$ cat src/sv/wheel_velocity_pid_top_macros.svh
// ----------------------------------------------------------------------------
// Assertion macros for the wheel velocity PID block.
// The clock and reset names are passed in explicitly or taken as clk_i and rst_ni.
// ----------------------------------------------------------------------------
`ifndef WHEEL_VELOCITY_PID_TOP_MACROS_SVH
`define WHEEL_VELOCITY_PID_TOP_MACROS_SVH

// Concurrent assertion on an explicit clock and active-low reset.
`define WVP_ASSERT_CLK(label, clk, rst_n, prop, msg) \
  label: assert property (@(posedge clk) disable iff (!rst_n) (prop)) else $error(msg);

// Concurrent assertion on the standard clk_i and rst_ni of a module.
`define WVP_ASSERT(label, prop, msg) \
  `WVP_ASSERT_CLK(label, clk_i, rst_ni, prop, msg)

`endif

$ cat src/sv/wvpid_pkg.sv
// ----------------------------------------------------------------------------
// wvpid_pkg
// Types, constants and codes shared by the wheel velocity PID modules.
// ----------------------------------------------------------------------------
`default_nettype none

package wvpid_pkg;

  localparam int unsigned DUTY_LIMIT_DEF     = 255;
  localparam int unsigned COUNTS_PER_REV_DEF = 374;

  localparam longint unsigned PI_DEN = 64'd2199114400;

  localparam int unsigned POS_W      = 32;
  localparam int unsigned TGT_SPD_W  = 16;
  localparam int unsigned DUTY_W     = 8;
  localparam int unsigned SPD_W      = 16;
  localparam int unsigned GAIN_W     = 16;
  localparam int unsigned ERR_W      = 32;
  localparam int unsigned SUM_W      = 40;
  localparam int unsigned ACC_W      = 58;
  localparam int unsigned TGT_Q_W    = 21;
  localparam int unsigned MEAS_Q_W   = 28;
  localparam int unsigned DMAG_W     = 22;
  localparam int unsigned MUL_A_W    = SUM_W + 1;
  localparam int unsigned MUL_B_W    = 23;
  localparam int unsigned PROD_W     = MUL_A_W + MUL_B_W;
  localparam int unsigned CFG_IDX_W  = 2;
  localparam int unsigned CFG_DATA_W = 16;

  localparam logic [GAIN_W-1:0] KP_RESET = 16'd205;
  localparam logic [GAIN_W-1:0] KI_RESET = 16'd77;
  localparam logic [GAIN_W-1:0] KD_RESET = 16'd26;

  localparam logic [CFG_IDX_W-1:0] CFG_WHEEL_SIDE = 2'd0;
  localparam logic [CFG_IDX_W-1:0] CFG_KP         = 2'd1;
  localparam logic [CFG_IDX_W-1:0] CFG_KI         = 2'd2;
  localparam logic [CFG_IDX_W-1:0] CFG_KD         = 2'd3;

  typedef struct packed {
    logic signed [POS_W-1:0]     encoder_position;
    logic signed [TGT_SPD_W-1:0] target_speed;
  } in_t;

  typedef struct packed {
    logic [DUTY_W-1:0]       duty;
    logic                    direction_ccw;
    logic signed [SPD_W-1:0] measured_speed;
  } out_t;

  typedef enum logic [2:0] {
    S_IDLE,
    S_TGT,
    S_ERR,
    S_SUM,
    S_PROP,
    S_INT,
    S_DER,
    S_WRITE
  } state_e;

  typedef enum logic [2:0] {
    MUL_TGT,
    MUL_MEAS,
    MUL_KP,
    MUL_KI,
    MUL_KD
  } mul_sel_e;

  typedef enum logic [1:0] {
    ACC_HOLD,
    ACC_LOAD,
    ACC_ADD
  } acc_op_e;

  typedef struct packed {
    logic     load;
    mul_sel_e mul_sel;
    logic     err_en;
    logic     sum_en;
    logic     speed_en;
    acc_op_e  acc_op;
    logic     last_err_en;
    logic     out_load;
  } cmd_t;

endpackage

`default_nettype wire

$ cat src/sv/wvpid_dp.sv
// ----------------------------------------------------------------------------
// wvpid_dp
// Datapath: configuration registers, loop state, one shared signed
// multiplier with a registered product, PID accumulator and result register.
// ----------------------------------------------------------------------------
`default_nettype none

module wvpid_dp #(
  parameter int unsigned DUTY_LIMIT     = wvpid_pkg::DUTY_LIMIT_DEF,
  parameter int unsigned COUNTS_PER_REV = wvpid_pkg::COUNTS_PER_REV_DEF
) (
  input  wire logic                             clk_i,
  input  wire logic                             rst_ni,
  input  wire logic                             cfg_we_i,
  input  wire logic [wvpid_pkg::CFG_IDX_W-1:0]  cfg_index_i,
  input  wire logic [wvpid_pkg::CFG_DATA_W-1:0] cfg_data_i,
  input  wire wvpid_pkg::in_t                   in_data_i,
  input  wire wvpid_pkg::cmd_t                  cmd_i,
  output wvpid_pkg::out_t                       out_data_o
);

  import wvpid_pkg::*;

  localparam longint unsigned TgtQ16L =
    (64'(COUNTS_PER_REV) * 64'd65536000000 + PI_DEN / 64'd2) / PI_DEN;
  localparam longint unsigned MeasQ16L =
    (PI_DEN * 64'd65536 + 64'(COUNTS_PER_REV) * 64'd500000) /
    (64'(COUNTS_PER_REV) * 64'd1000000);
  localparam logic [TGT_Q_W-1:0]  TgtQ16   = TGT_Q_W'(TgtQ16L);
  localparam logic [MEAS_Q_W-1:0] MeasQ16  = MEAS_Q_W'(MeasQ16L);
  localparam int unsigned         DutyCapI = (DUTY_LIMIT > 255) ? 255 : DUTY_LIMIT;
  localparam logic [33:0]         DutyCap  = 34'(DutyCapI);
  localparam logic [POS_W-1:0]    SpdCap   = 32'h0020_0000;

  logic                       side_q;
  logic [GAIN_W-1:0]          kp_q, ki_q, kd_q;
  logic [POS_W-1:0]           last_pos_q;
  logic signed [POS_W-1:0]    diff_q, diff_d;
  logic signed [TGT_SPD_W-1:0] target_q;
  logic signed [ERR_W-1:0]    err_q, err_d, last_err_q;
  logic signed [SUM_W-1:0]    sum_q, sum_d;
  logic signed [SPD_W-1:0]    meas_q, meas_d;
  logic signed [PROD_W-1:0]   p_q, prod;
  logic signed [ACC_W-1:0]    acc_q;
  out_t                       out_q;

  logic [POS_W-1:0]           d_raw;
  logic [POS_W-1:0]           dabs;
  logic [DMAG_W-1:0]          dmag;
  logic signed [ERR_W:0]      de;
  logic signed [MUL_A_W-1:0]  mul_a;
  logic signed [MUL_B_W-1:0]  mul_b;
  logic signed [49:0]         e_full;
  logic signed [SUM_W:0]      s_full;
  logic [49:0]                sp_round;
  logic [33:0]                sp_scaled;
  logic [ACC_W-1:0]           acc_abs;
  logic [33:0]                mag_sh;
  logic [DUTY_W-1:0]          duty;

  always_comb begin
    d_raw  = $unsigned(in_data_i.encoder_position) - last_pos_q;
    diff_d = side_q ? $signed(32'd0 - d_raw) : $signed(d_raw);

    dabs = diff_q[POS_W-1] ? (32'd0 - $unsigned(diff_q)) : $unsigned(diff_q);
    dmag = (dabs > SpdCap) ? DMAG_W'(SpdCap) : dabs[DMAG_W-1:0];
    de   = (ERR_W+1)'(err_q) - (ERR_W+1)'(last_err_q);
  end

  always_comb begin
    unique case (cmd_i.mul_sel)
      MUL_TGT: begin
        mul_a = MUL_A_W'(target_q);
        mul_b = MUL_B_W'(TgtQ16);
      end
      MUL_MEAS: begin
        mul_a = MUL_A_W'(MeasQ16);
        mul_b = MUL_B_W'(dmag);
      end
      MUL_KP: begin
        mul_a = MUL_A_W'(err_q);
        mul_b = MUL_B_W'(kp_q);
      end
      MUL_KI: begin
        mul_a = MUL_A_W'(sum_q);
        mul_b = MUL_B_W'(ki_q);
      end
      MUL_KD: begin
        mul_a = MUL_A_W'(de);
        mul_b = MUL_B_W'(kd_q);
      end
      default: begin
        mul_a = '0;
        mul_b = '0;
      end
    endcase
    prod = mul_a * mul_b;
  end

  always_comb begin
    e_full = 50'(p_q) - 50'($signed({diff_q, 16'h0000}));
    if ((&e_full[49:31]) || !(|e_full[49:31])) begin
      err_d = e_full[31:0];
    end else begin
      err_d = e_full[49] ? 32'sh8000_0000 : 32'sh7FFF_FFFF;
    end

    s_full = (SUM_W+1)'(sum_q) + (SUM_W+1)'(err_q);
    if (s_full[SUM_W] == s_full[SUM_W-1]) begin
      sum_d = s_full[SUM_W-1:0];
    end else begin
      sum_d = s_full[SUM_W] ? {1'b1, {(SUM_W-1){1'b0}}} : {1'b0, {(SUM_W-1){1'b1}}};
    end

    sp_round  = p_q[49:0] + 50'h8000;
    sp_scaled = sp_round[49:16];
    if (diff_q[POS_W-1]) begin
      meas_d = (sp_scaled > 34'd32768) ? 16'sh8000 : $signed(16'd0 - sp_scaled[15:0]);
    end else begin
      meas_d = (sp_scaled > 34'd32767) ? 16'sh7FFF : $signed(sp_scaled[15:0]);
    end

    acc_abs = acc_q[ACC_W-1] ? (ACC_W'(0) - $unsigned(acc_q)) : $unsigned(acc_q);
    mag_sh  = acc_abs[ACC_W-1:24];
    duty    = (mag_sh > DutyCap) ? DutyCap[DUTY_W-1:0] : mag_sh[DUTY_W-1:0];
  end

  always_ff @(posedge clk_i or negedge rst_ni) begin
    if (!rst_ni) begin
      side_q <= 1'b0;
      kp_q   <= KP_RESET;
      ki_q   <= KI_RESET;
      kd_q   <= KD_RESET;
    end else if (cfg_we_i) begin
      unique case (cfg_index_i)
        CFG_WHEEL_SIDE: side_q <= cfg_data_i[0];
        CFG_KP:         kp_q   <= cfg_data_i;
        CFG_KI:         ki_q   <= cfg_data_i;
        CFG_KD:         kd_q   <= cfg_data_i;
        default: ;
      endcase
    end
  end

  always_ff @(posedge clk_i or negedge rst_ni) begin
    if (!rst_ni) begin
      last_pos_q <= '0;
      sum_q      <= '0;
      last_err_q <= '0;
    end else begin
      if (cmd_i.load) begin
        last_pos_q <= $unsigned(in_data_i.encoder_position);
      end
      if (cmd_i.sum_en) begin
        sum_q <= sum_d;
      end
      if (cmd_i.last_err_en) begin
        last_err_q <= err_q;
      end
    end
  end

  always_ff @(posedge clk_i) begin
    p_q <= prod;
    if (cmd_i.load) begin
      diff_q   <= diff_d;
      target_q <= in_data_i.target_speed;
    end
    if (cmd_i.err_en) begin
      err_q <= err_d;
    end
    if (cmd_i.speed_en) begin
      meas_q <= meas_d;
    end
    case (cmd_i.acc_op)
      ACC_LOAD: acc_q <= ACC_W'(p_q);
      ACC_ADD:  acc_q <= acc_q + ACC_W'(p_q);
      default:  acc_q <= acc_q;
    endcase
    if (cmd_i.out_load) begin
      out_q.duty           <= duty;
      out_q.direction_ccw  <= acc_q[ACC_W-1] ^ side_q;
      out_q.measured_speed <= meas_q;
    end
  end

  assign out_data_o = out_q;

endmodule

`default_nettype wire

$ cat src/sv/wvpid_ctrl.sv
// ----------------------------------------------------------------------------
// wvpid_ctrl
// Controller: steps the shared multiplier through one control period and
// owns the input and output handshakes.
// ----------------------------------------------------------------------------
`default_nettype none
`include "wheel_velocity_pid_top_macros.svh"

module wvpid_ctrl (
  input  wire logic       clk_i,
  input  wire logic       rst_ni,
  input  wire logic       in_valid_i,
  output logic            in_stall_o,
  output logic            out_valid_o,
  input  wire logic       out_stall_i,
  output wvpid_pkg::cmd_t cmd_o
);

  import wvpid_pkg::*;

  state_e state_q, state_d;
  logic   out_valid_q, out_valid_d;

  always_ff @(posedge clk_i or negedge rst_ni) begin
    if (!rst_ni) begin
      state_q     <= S_IDLE;
      out_valid_q <= 1'b0;
    end else begin
      state_q     <= state_d;
      out_valid_q <= out_valid_d;
    end
  end

  always_comb begin
    state_d           = state_q;
    cmd_o             = '0;
    cmd_o.mul_sel     = MUL_TGT;
    cmd_o.acc_op      = ACC_HOLD;
    in_stall_o        = 1'b1;

    unique case (state_q)
      S_IDLE: begin
        in_stall_o = 1'b0;
        if (in_valid_i) begin
          cmd_o.load = 1'b1;
          state_d    = S_TGT;
        end
      end
      S_TGT: begin
        cmd_o.mul_sel = MUL_TGT;
        state_d       = S_ERR;
      end
      S_ERR: begin
        cmd_o.err_en  = 1'b1;
        cmd_o.mul_sel = MUL_MEAS;
        state_d       = S_SUM;
      end
      S_SUM: begin
        cmd_o.sum_en   = 1'b1;
        cmd_o.speed_en = 1'b1;
        cmd_o.mul_sel  = MUL_KP;
        state_d        = S_PROP;
      end
      S_PROP: begin
        cmd_o.acc_op  = ACC_LOAD;
        cmd_o.mul_sel = MUL_KI;
        state_d       = S_INT;
      end
      S_INT: begin
        cmd_o.acc_op      = ACC_ADD;
        cmd_o.mul_sel     = MUL_KD;
        cmd_o.last_err_en = 1'b1;
        state_d           = S_DER;
      end
      S_DER: begin
        cmd_o.acc_op = ACC_ADD;
        state_d      = S_WRITE;
      end
      S_WRITE: begin
        if (!out_valid_q || !out_stall_i) begin
          cmd_o.out_load = 1'b1;
          state_d        = S_IDLE;
        end
      end
      default: state_d = S_IDLE;
    endcase

    if (cmd_o.out_load) begin
      out_valid_d = 1'b1;
    end else if (!out_stall_i) begin
      out_valid_d = 1'b0;
    end else begin
      out_valid_d = out_valid_q;
    end
  end

  assign out_valid_o = out_valid_q;

  `WVP_ASSERT(a_accept_then_busy, (in_valid_i && !in_stall_o) |=> in_stall_o, "input taken while busy")
  `WVP_ASSERT(a_no_overwrite, cmd_o.out_load |-> (!out_valid_q || !out_stall_i), "result overwritten")
  `WVP_ASSERT(a_load_shows_valid, cmd_o.out_load |=> out_valid_q, "loaded result not presented")

endmodule

`default_nettype wire

$ cat src/sv/wheel_velocity_pid_top.sv
// ----------------------------------------------------------------------------
// wheel_velocity_pid_top
// Velocity PID for one encoder-driven wheel: duty, direction, measured speed.
// ----------------------------------------------------------------------------
// Usage: once per control period present the encoder position and the target
// speed on in_data_i with in_valid_i; the transaction completes when
// in_stall_o is low. One result transaction follows on out_data_o with
// out_valid_o and completes when out_stall_i is low.
// A new input transaction is taken only once the controller has stepped
// through the accept step, five products on the single shared 41x23
// multiplier, the last accumulation and the write.
// The result register is separate, so the next transaction is taken while a
// result waits; if it still waits when the next result is ready, the
// controller holds in its write step and in_stall_o stays high.
// Reset clears the last position, the error integral and the last error, and
// restores the gains and wheel side to their defaults.
// Configuration is written through cfg_we_i, cfg_index_i and cfg_data_i;
// the user must do so while no transaction is in flight (not enforced).
// ----------------------------------------------------------------------------
`default_nettype none

module wheel_velocity_pid_top #(
  parameter int unsigned DUTY_LIMIT     = wvpid_pkg::DUTY_LIMIT_DEF,
  parameter int unsigned COUNTS_PER_REV = wvpid_pkg::COUNTS_PER_REV_DEF
) (
  input  wire logic                             clk_i,
  input  wire logic                             rst_ni,
  input  wire logic                             in_valid_i,
  output logic                                  in_stall_o,
  input  wire wvpid_pkg::in_t                   in_data_i,
  output logic                                  out_valid_o,
  input  wire logic                             out_stall_i,
  output wvpid_pkg::out_t                       out_data_o,
  input  wire logic                             cfg_we_i,
  input  wire logic [wvpid_pkg::CFG_IDX_W-1:0]  cfg_index_i,
  input  wire logic [wvpid_pkg::CFG_DATA_W-1:0] cfg_data_i
);

  import wvpid_pkg::*;

  cmd_t cmd;

  wvpid_ctrl u_ctrl (
    .clk_i       (clk_i),
    .rst_ni      (rst_ni),
    .in_valid_i  (in_valid_i),
    .in_stall_o  (in_stall_o),
    .out_valid_o (out_valid_o),
    .out_stall_i (out_stall_i),
    .cmd_o       (cmd)
  );

  wvpid_dp #(
    .DUTY_LIMIT     (DUTY_LIMIT),
    .COUNTS_PER_REV (COUNTS_PER_REV)
  ) u_dp (
    .clk_i       (clk_i),
    .rst_ni      (rst_ni),
    .cfg_we_i    (cfg_we_i),
    .cfg_index_i (cfg_index_i),
    .cfg_data_i  (cfg_data_i),
    .in_data_i   (in_data_i),
    .cmd_i       (cmd),
    .out_data_o  (out_data_o)
  );

endmodule

`default_nettype wire
$ cat config.mk
export PLATFORM = sky130hd
export DESIGN_NAME = wheel_velocity_pid_top
export DESIGN_NICKNAME = d
export VERILOG_FILES = /design/src/sv/wvpid_pkg.sv /design/src/sv/wvpid_dp.sv /design/src/sv/wvpid_ctrl.sv /design/src/sv/wheel_velocity_pid_top.sv
export VERILOG_INCLUDE_DIRS = /design/src /design/src/sv
export SDC_FILE = /design/constraint.sdc
export NUM_CORES = 2
export LEC_CHECK = 0
export BUFFER_PORTS_ARGS = -buffer_cell sky130_fd_sc_hd__buf_4
export CORE_MARGIN = 4
export CORE_UTILIZATION = 60
export DETAILED_ROUTE_END_ITERATION = 10
export GPL_ROUTABILITY_DRIVEN = 0
export GPL_TIMING_DRIVEN = 0
export PLACE_DENSITY_LB_ADDON = 0.3
export SKIP_LAST_GASP = 1
export SLEW_MARGIN = 40
export SYNTH_ARGS = -nofsm -noshare
export SYNTH_HDL_FRONTEND = slang
export SYNTH_HIERARCHICAL = 1
export SYNTH_SLANG_ARGS = --single-unit
export TNS_END_PERCENT = 100
$ cat constraint.sdc
create_clock -name clk_i -period 13.6 [get_ports clk_i]
set_clock_uncertainty 0.05 [all_clocks]
set_input_delay 2.72 -clock clk_i [delete_from_list [all_inputs] [get_ports clk_i]]
set_output_delay 2.72 -clock clk_i [all_outputs]
set_load 0.03 [all_outputs]
== Word level (Yosys, flattened, before mapping) ==
Index checks and enable logic that the tools add are counted.

* Flip-flop bits (word level): 394
* Bits of input ports: 71
* Output and inout port bits: 27
* Word-level logic and storage cells: 100

* Add/sub/neg operators: 10
* Multiply operators: 1
* $lt $le $gt $ge: 4
* Equal/unequal tests: 20
* Multiplexer cells: 29
* Bitwise logic cells: 1
* Reductions and logical operators: 17

{| class="wikitable"
|+ Operators by type and width
! kind !! number
|-
| 41-bit one-hot mux with 5 select lines || 1
|-
| 32-bit two-way mux || 4
|-
| 58-bit one-hot mux with 2 select lines || 1
|-
| 22-bit one-hot mux with 5 select lines || 1
|-
| 40-bit two-way mux || 2
|-
| 1-bit by 32-bit subtractor with 32-bit output (first input constant) || 2
|-
| 58-bit adder || 1
|-
| 41-bit by 23-bit multiplier with 58-bit output || 1
|-
| 58-bit two-way mux || 1
|-
| 1-bit by 58-bit subtractor with 58-bit output (first input constant) || 1
|-
| 50-bit by 16-bit adder with 50-bit output (second input constant) || 1
|-
| 50-bit by 48-bit subtractor with 50-bit output || 1
|-
| 16-bit two-way mux || 3
|-
| 40-bit by 32-bit adder with 41-bit output || 1
|-
| 34-bit by 15-bit greater-than comparator with 1-bit output (second input constant) || 1
|-
| 34-bit by 16-bit greater-than comparator with 1-bit output (second input constant) || 1
|-
| 34-bit by 8-bit greater-than comparator with 1-bit output (second input constant) || 1
|-
| 32-bit by 32-bit subtractor with 33-bit output || 1
|-
| 32-bit by 22-bit greater-than comparator with 1-bit output (second input constant) || 1
|-
| 32-bit subtractor || 1
|-
| 3-bit one-hot mux with 8 select lines || 1
|-
| 22-bit two-way mux || 1
|-
| 19-bit AND reduction || 1
|-
| 19-bit OR reduction || 1
|-
| other kinds (22) || 51
|}

== Depth between registers and ports, before layout ==
* Depth in word-level cells: 6
* Mapped depth: 42
* Depth with buffers taken out: 40

== By module ==
Netlist, hierarchy kept.

{| class="wikitable"
|+ Modules (own cells, without submodules)
! module !! instances !! cells an instance !! area an instance (um^2) !! seq. area each (um^2)
|-
| wvpid_dp || 1 || 6480 || 57671.6 || 10380.0
|-
| wvpid_ctrl || 1 || 44 || 389.1 || 100.1
|}

== Least setup slack after synthesis ==
No wires, ideal clock.

* Path kind: register to register
* Start point: register u_ctrl.state_q[1]
* End point: register u_dp.p_q[56]
* Setup time: 0.118 ns
* Arrival time: 10.140 ns
* Required time: 13.432 ns
* Path slack: 3.292 ns
* Stages on the path, launching flop included: 40
* Buffers on the path: 6
* Path through: dfrtp_1 -> buf_4 -> nor3b_2 -> nor2_1 -> nor2_1 -> clkbuf_1 -> nand2_1 -> nor3_1 -> o2111a_1 -> o2111ai_1 -> nor4_2 -> o211ai_4 -> buf_6 -> o221ai_2 -> buf_4 -> buf_4 -> nand2_1 -> fa_1 -> [4 not listed] -> fa_1 -> fa_1 -> inv_1 -> fa_1 -> inv_1 -> ha_1 -> clkbuf_1 -> and4_1 -> nand4_1 -> nor3_1 -> a211o_1 -> a211oi_1 -> a22o_1 -> o32ai_1 -> a21oi_1 -> o21a_1 -> o21a_1 -> xnor2_1

{| class="wikitable"
|+ RTL lines
! element !! line !! source
|-
| start, declared || wvpid_ctrl.sv:21 || <nowiki>state_e state_q, state_d;</nowiki>
|-
| start signal, assigned || wvpid_ctrl.sv:29 || <nowiki>state_q <= state_d;</nowiki>
|-
| end signal, assigned || wvpid_dp.sv:164 || <nowiki>p_q <= prod;</nowiki>
|-
| end, declared || wvpid_dp.sv:43 || <nowiki>logic signed [PROD_W-1:0] p_q, prod;</nowiki>
|}

==> impl_metrics.yaml <==
status:
  outcome: "completed"
worst_setup_path:
  cp_max_fo: 10
  regToRegSetupSlack_ps: 160
  cpMostUsedCell: "fa_1"
  start_kind: "flip-flop"
  startpoint: "u_ctrl/state_q[1]"
  r2r_cells: 36
  r2r-start: "u_ctrl/state_q[1]"
  critical_path_arrival_ps: 13810
  rr_endpoint: "u_dp/p_q[57]"
  crit_end: "u_dp/p_q[57]"
  critical_path.max_stage_delay_ps: 680
  required_ps: 13970
  end_kind: "flip-flop"
  cp_slowest_cell: "clkbuf_1"
  path_class: "flip-flop to flip-flop"
global_routing:
  grt_first_pass_wirelength_um: 278000
  gr-usage-all-layers: 0.350
  grt.busiest_layer: "met2"
  grtUsageMet3: 0.110
  first_global_vias: 49500
  overflow: 0
  antenna_found_initial: 5
  gr-usage-met2: 0.530
  grt_use_met1: 0.456
  grt_start_max_net_pins: 61
placement:
  portBuffers: 97
  post_dp_cell_area_um2: 61500
  dp.final_hpwl_um: 148000
logic_synthesis:
  yosys_warnings: 6
  netlist_top_cells_count: "inv_1 (1,202), fa_1 (836), nand2_1 (761), ha_1 (354), a21oi_1 (344)"
  ys_top_cells_by_area: "fa_1 (29%), edfxtp_1 (9.3%), inv_1 (7.8%)"
  synth_cells: 6524
  netlist_area_um2: 58100
  ys_seq_area_frac: 0.181
  async_reset_ff_frac: 0.398
  synth_top_area_frac: 0.288
  yosysMostFrequentCell: "inv_1"
  synth_edf_count: 179
  avgSynthCellArea_um2: 8.90
  ys_types: 100
  yosysTopAreaCell: "fa_1"
  synth_seq_cells: 394
  synth-main-ff-cell: "edfxtp_1"
route:
  detail_route.iter0.violations: 5632
  drcViolationCount: 0
  via_per_inst: 6.09
  vias: 49600
  wl_um: 179000
  antenna_left: 0
  drt_first_pass_iters: 10
  wl_per_cell_um: 22.0
sta:
  clock.fmax_mhz: 74.4
  hold_violations: 0
  tightest_slew_ps: 1020
  relSlewSlack: 0.313
  period_minus_slack_ps: 13440
  setup_viol: 0
  maxSlewViolCount: 0
  rsz0062_at_grt: "false"
  fin_crit_sh: 0.989
floorplan:
  die_w_um: 319
  start_util: 0.608
  core_um2: 95400
  dieArea_um2: 102000
  rows: 113
  die_h_um: 319
  num_io_pins: 98
clocking:
  clkTransAtPathRegs_ps: 70
  cts_made_buffers: 45
  cts_hold_buf: 0
  cts.htree.levels: 2
  tritoncts: "yes"
  cts_num_sinks: 394
  clockRootBuffer: "clkbuf_16"
  max-clock-path-buffers: 3
  clk_latency_ps: 630
min_path:
  min_path_type: "flip-flop to flip-flop"
  min_path_cells: 0
finish:
  fill_cells: 7736
  final_cell_area_um2: 63200
  nets: 8106
  drive_gt1_frac: 0.0745
  syn2layout_area_growth_pct: 8.79
job:
  max_cap_viol_count: 0
## per-layer routing
layer / vias to the layer above / wire length [µm]
li1: 21900 / -
met1: 24100 / 66100
met2: 2964 / 76600
met3: 684 / 24300
met4: 8 / 12200
met5: - / 54
## flip-flops by register name (all words and copies together), names as in the netlist
signal / count
u_dp/acc_q: 58
u_dp/p_q: 58
u_dp/sum_q: 40
u_dp/diff_q: 32
u_dp/err_q: 32
u_dp/last_err_q: 32
u_dp/last_pos_q: 32
u_dp/out_data_o: 25
u_dp/kd_q: 16
u_dp/ki_q: 16
u_dp/kp_q: 16
u_dp/meas_q: 16
u_dp/target_q: 16
u_ctrl/state_q: 3
u_ctrl/out_valid_o: 1
u_dp/side_q: 1
## how the worst min path moves through the flow
stage / start / to
3_5_place_dp: u_dp/meas_q[10] / u_dp/out_data_o[10]
3_3_place_gp: u_dp/meas_q[15] / u_dp/out_data_o[15]
6_report: u_dp/meas_q[5] / u_dp/out_data_o[5]
5_1_grt: u_dp/meas_q[13] / u_dp/out_data_o[13]
4_1_cts: u_dp/meas_q[13] / u_dp/out_data_o[13]
2_1_floorplan: u_dp/meas_q[0] / u_dp/out_data_o[0]
## placed cells by master (no fill, tap or decap), types with 111 or more instances in the layout
cell	netlist	final
and2_1	131	131
o21ai_0	303	302
dfrtp_1	145	145
a21oi_1	344	344
clkbuf_1	197	198
fa_1	836	836
nand2_1	761	760
inv_1	1202	1201
conb_1	2	170
edfxtp_1	179	179
ha_1	354	354
a21o_1	138	138
nor2_1	280	279
mux2_2	111	111
xnor2_1	207	188
## stage by stage
stage               hold WS (ps)  TNS, ps  utilization  setup WS (ps)  cells
floorplan                    350        0            -           3290   6692
CTS                          367        0        0.661            639   8145
global route                 367        0        0.662           17.5   8147
global placement             351   -10560        0.639          -1570   8054
finish                       368        0        0.662            156   8149
detailed placement           355        0        0.645            700   8061
## logic make-up (layout without fill, tap and decap cells)
kind of cell | count (synthesis) | in the layout | share of synthesized area
and+or+nand+nor | 1691 | 1691 | 0.136
buffers and inverters | 1474 | 1664 | 0.0973
AOI/OAI and AO/OA | 1331 | 1331 | 0.149
adders and majority gates | 1193 | 1193 | 0.365
DFF | 394 | 394 | 0.181
xor gates and xnor gates | 286 | 286 | 0.0431
muxes | 153 | 153 | 0.0288
other | 2 | 172 | 0.000129
## worst max-delay path, delay by kind of cell, from the launching register on
kind	cells	cell delay (ps)
AOI/OAI and AO/OA	11	3990
xor gates and xnor gates	1	310
buffers and inverters	11	2910
DFF	1	400
adders and majority gates	8	3890
muxes	1	210
and+or+nand+nor	4	1460
## area by class of cell
cell class | count | area (µm²) | area share
flip-flops and latches | 394 | 10500 | 0.166
inverters | 1207 | 4530 | 0.0718
clock buffers | 52 | 1260 | 0.0199
plain buffers | 267 | 1120 | 0.0177
diodes | 2 | 5.00 | 0.0000792
clock inverters | 32 | 275 | 0.00436
repair buffers | 106 | 885 | 0.0140
well taps | 1265 | 1580 | 0.0251
multi-input cells | 4824 | 43000 | 0.681
## timing repair
| item | in CTS | in global routing |
|---|---|---|
| resized for setup | 0 | 5 |
| setup endpoints to repair | 0 | 4 |
| buffers inserted | 0 | 0 |
Power is not shown: default switching activity piles up to over one toggle a cycle in this logic, so the estimate is an artifact.
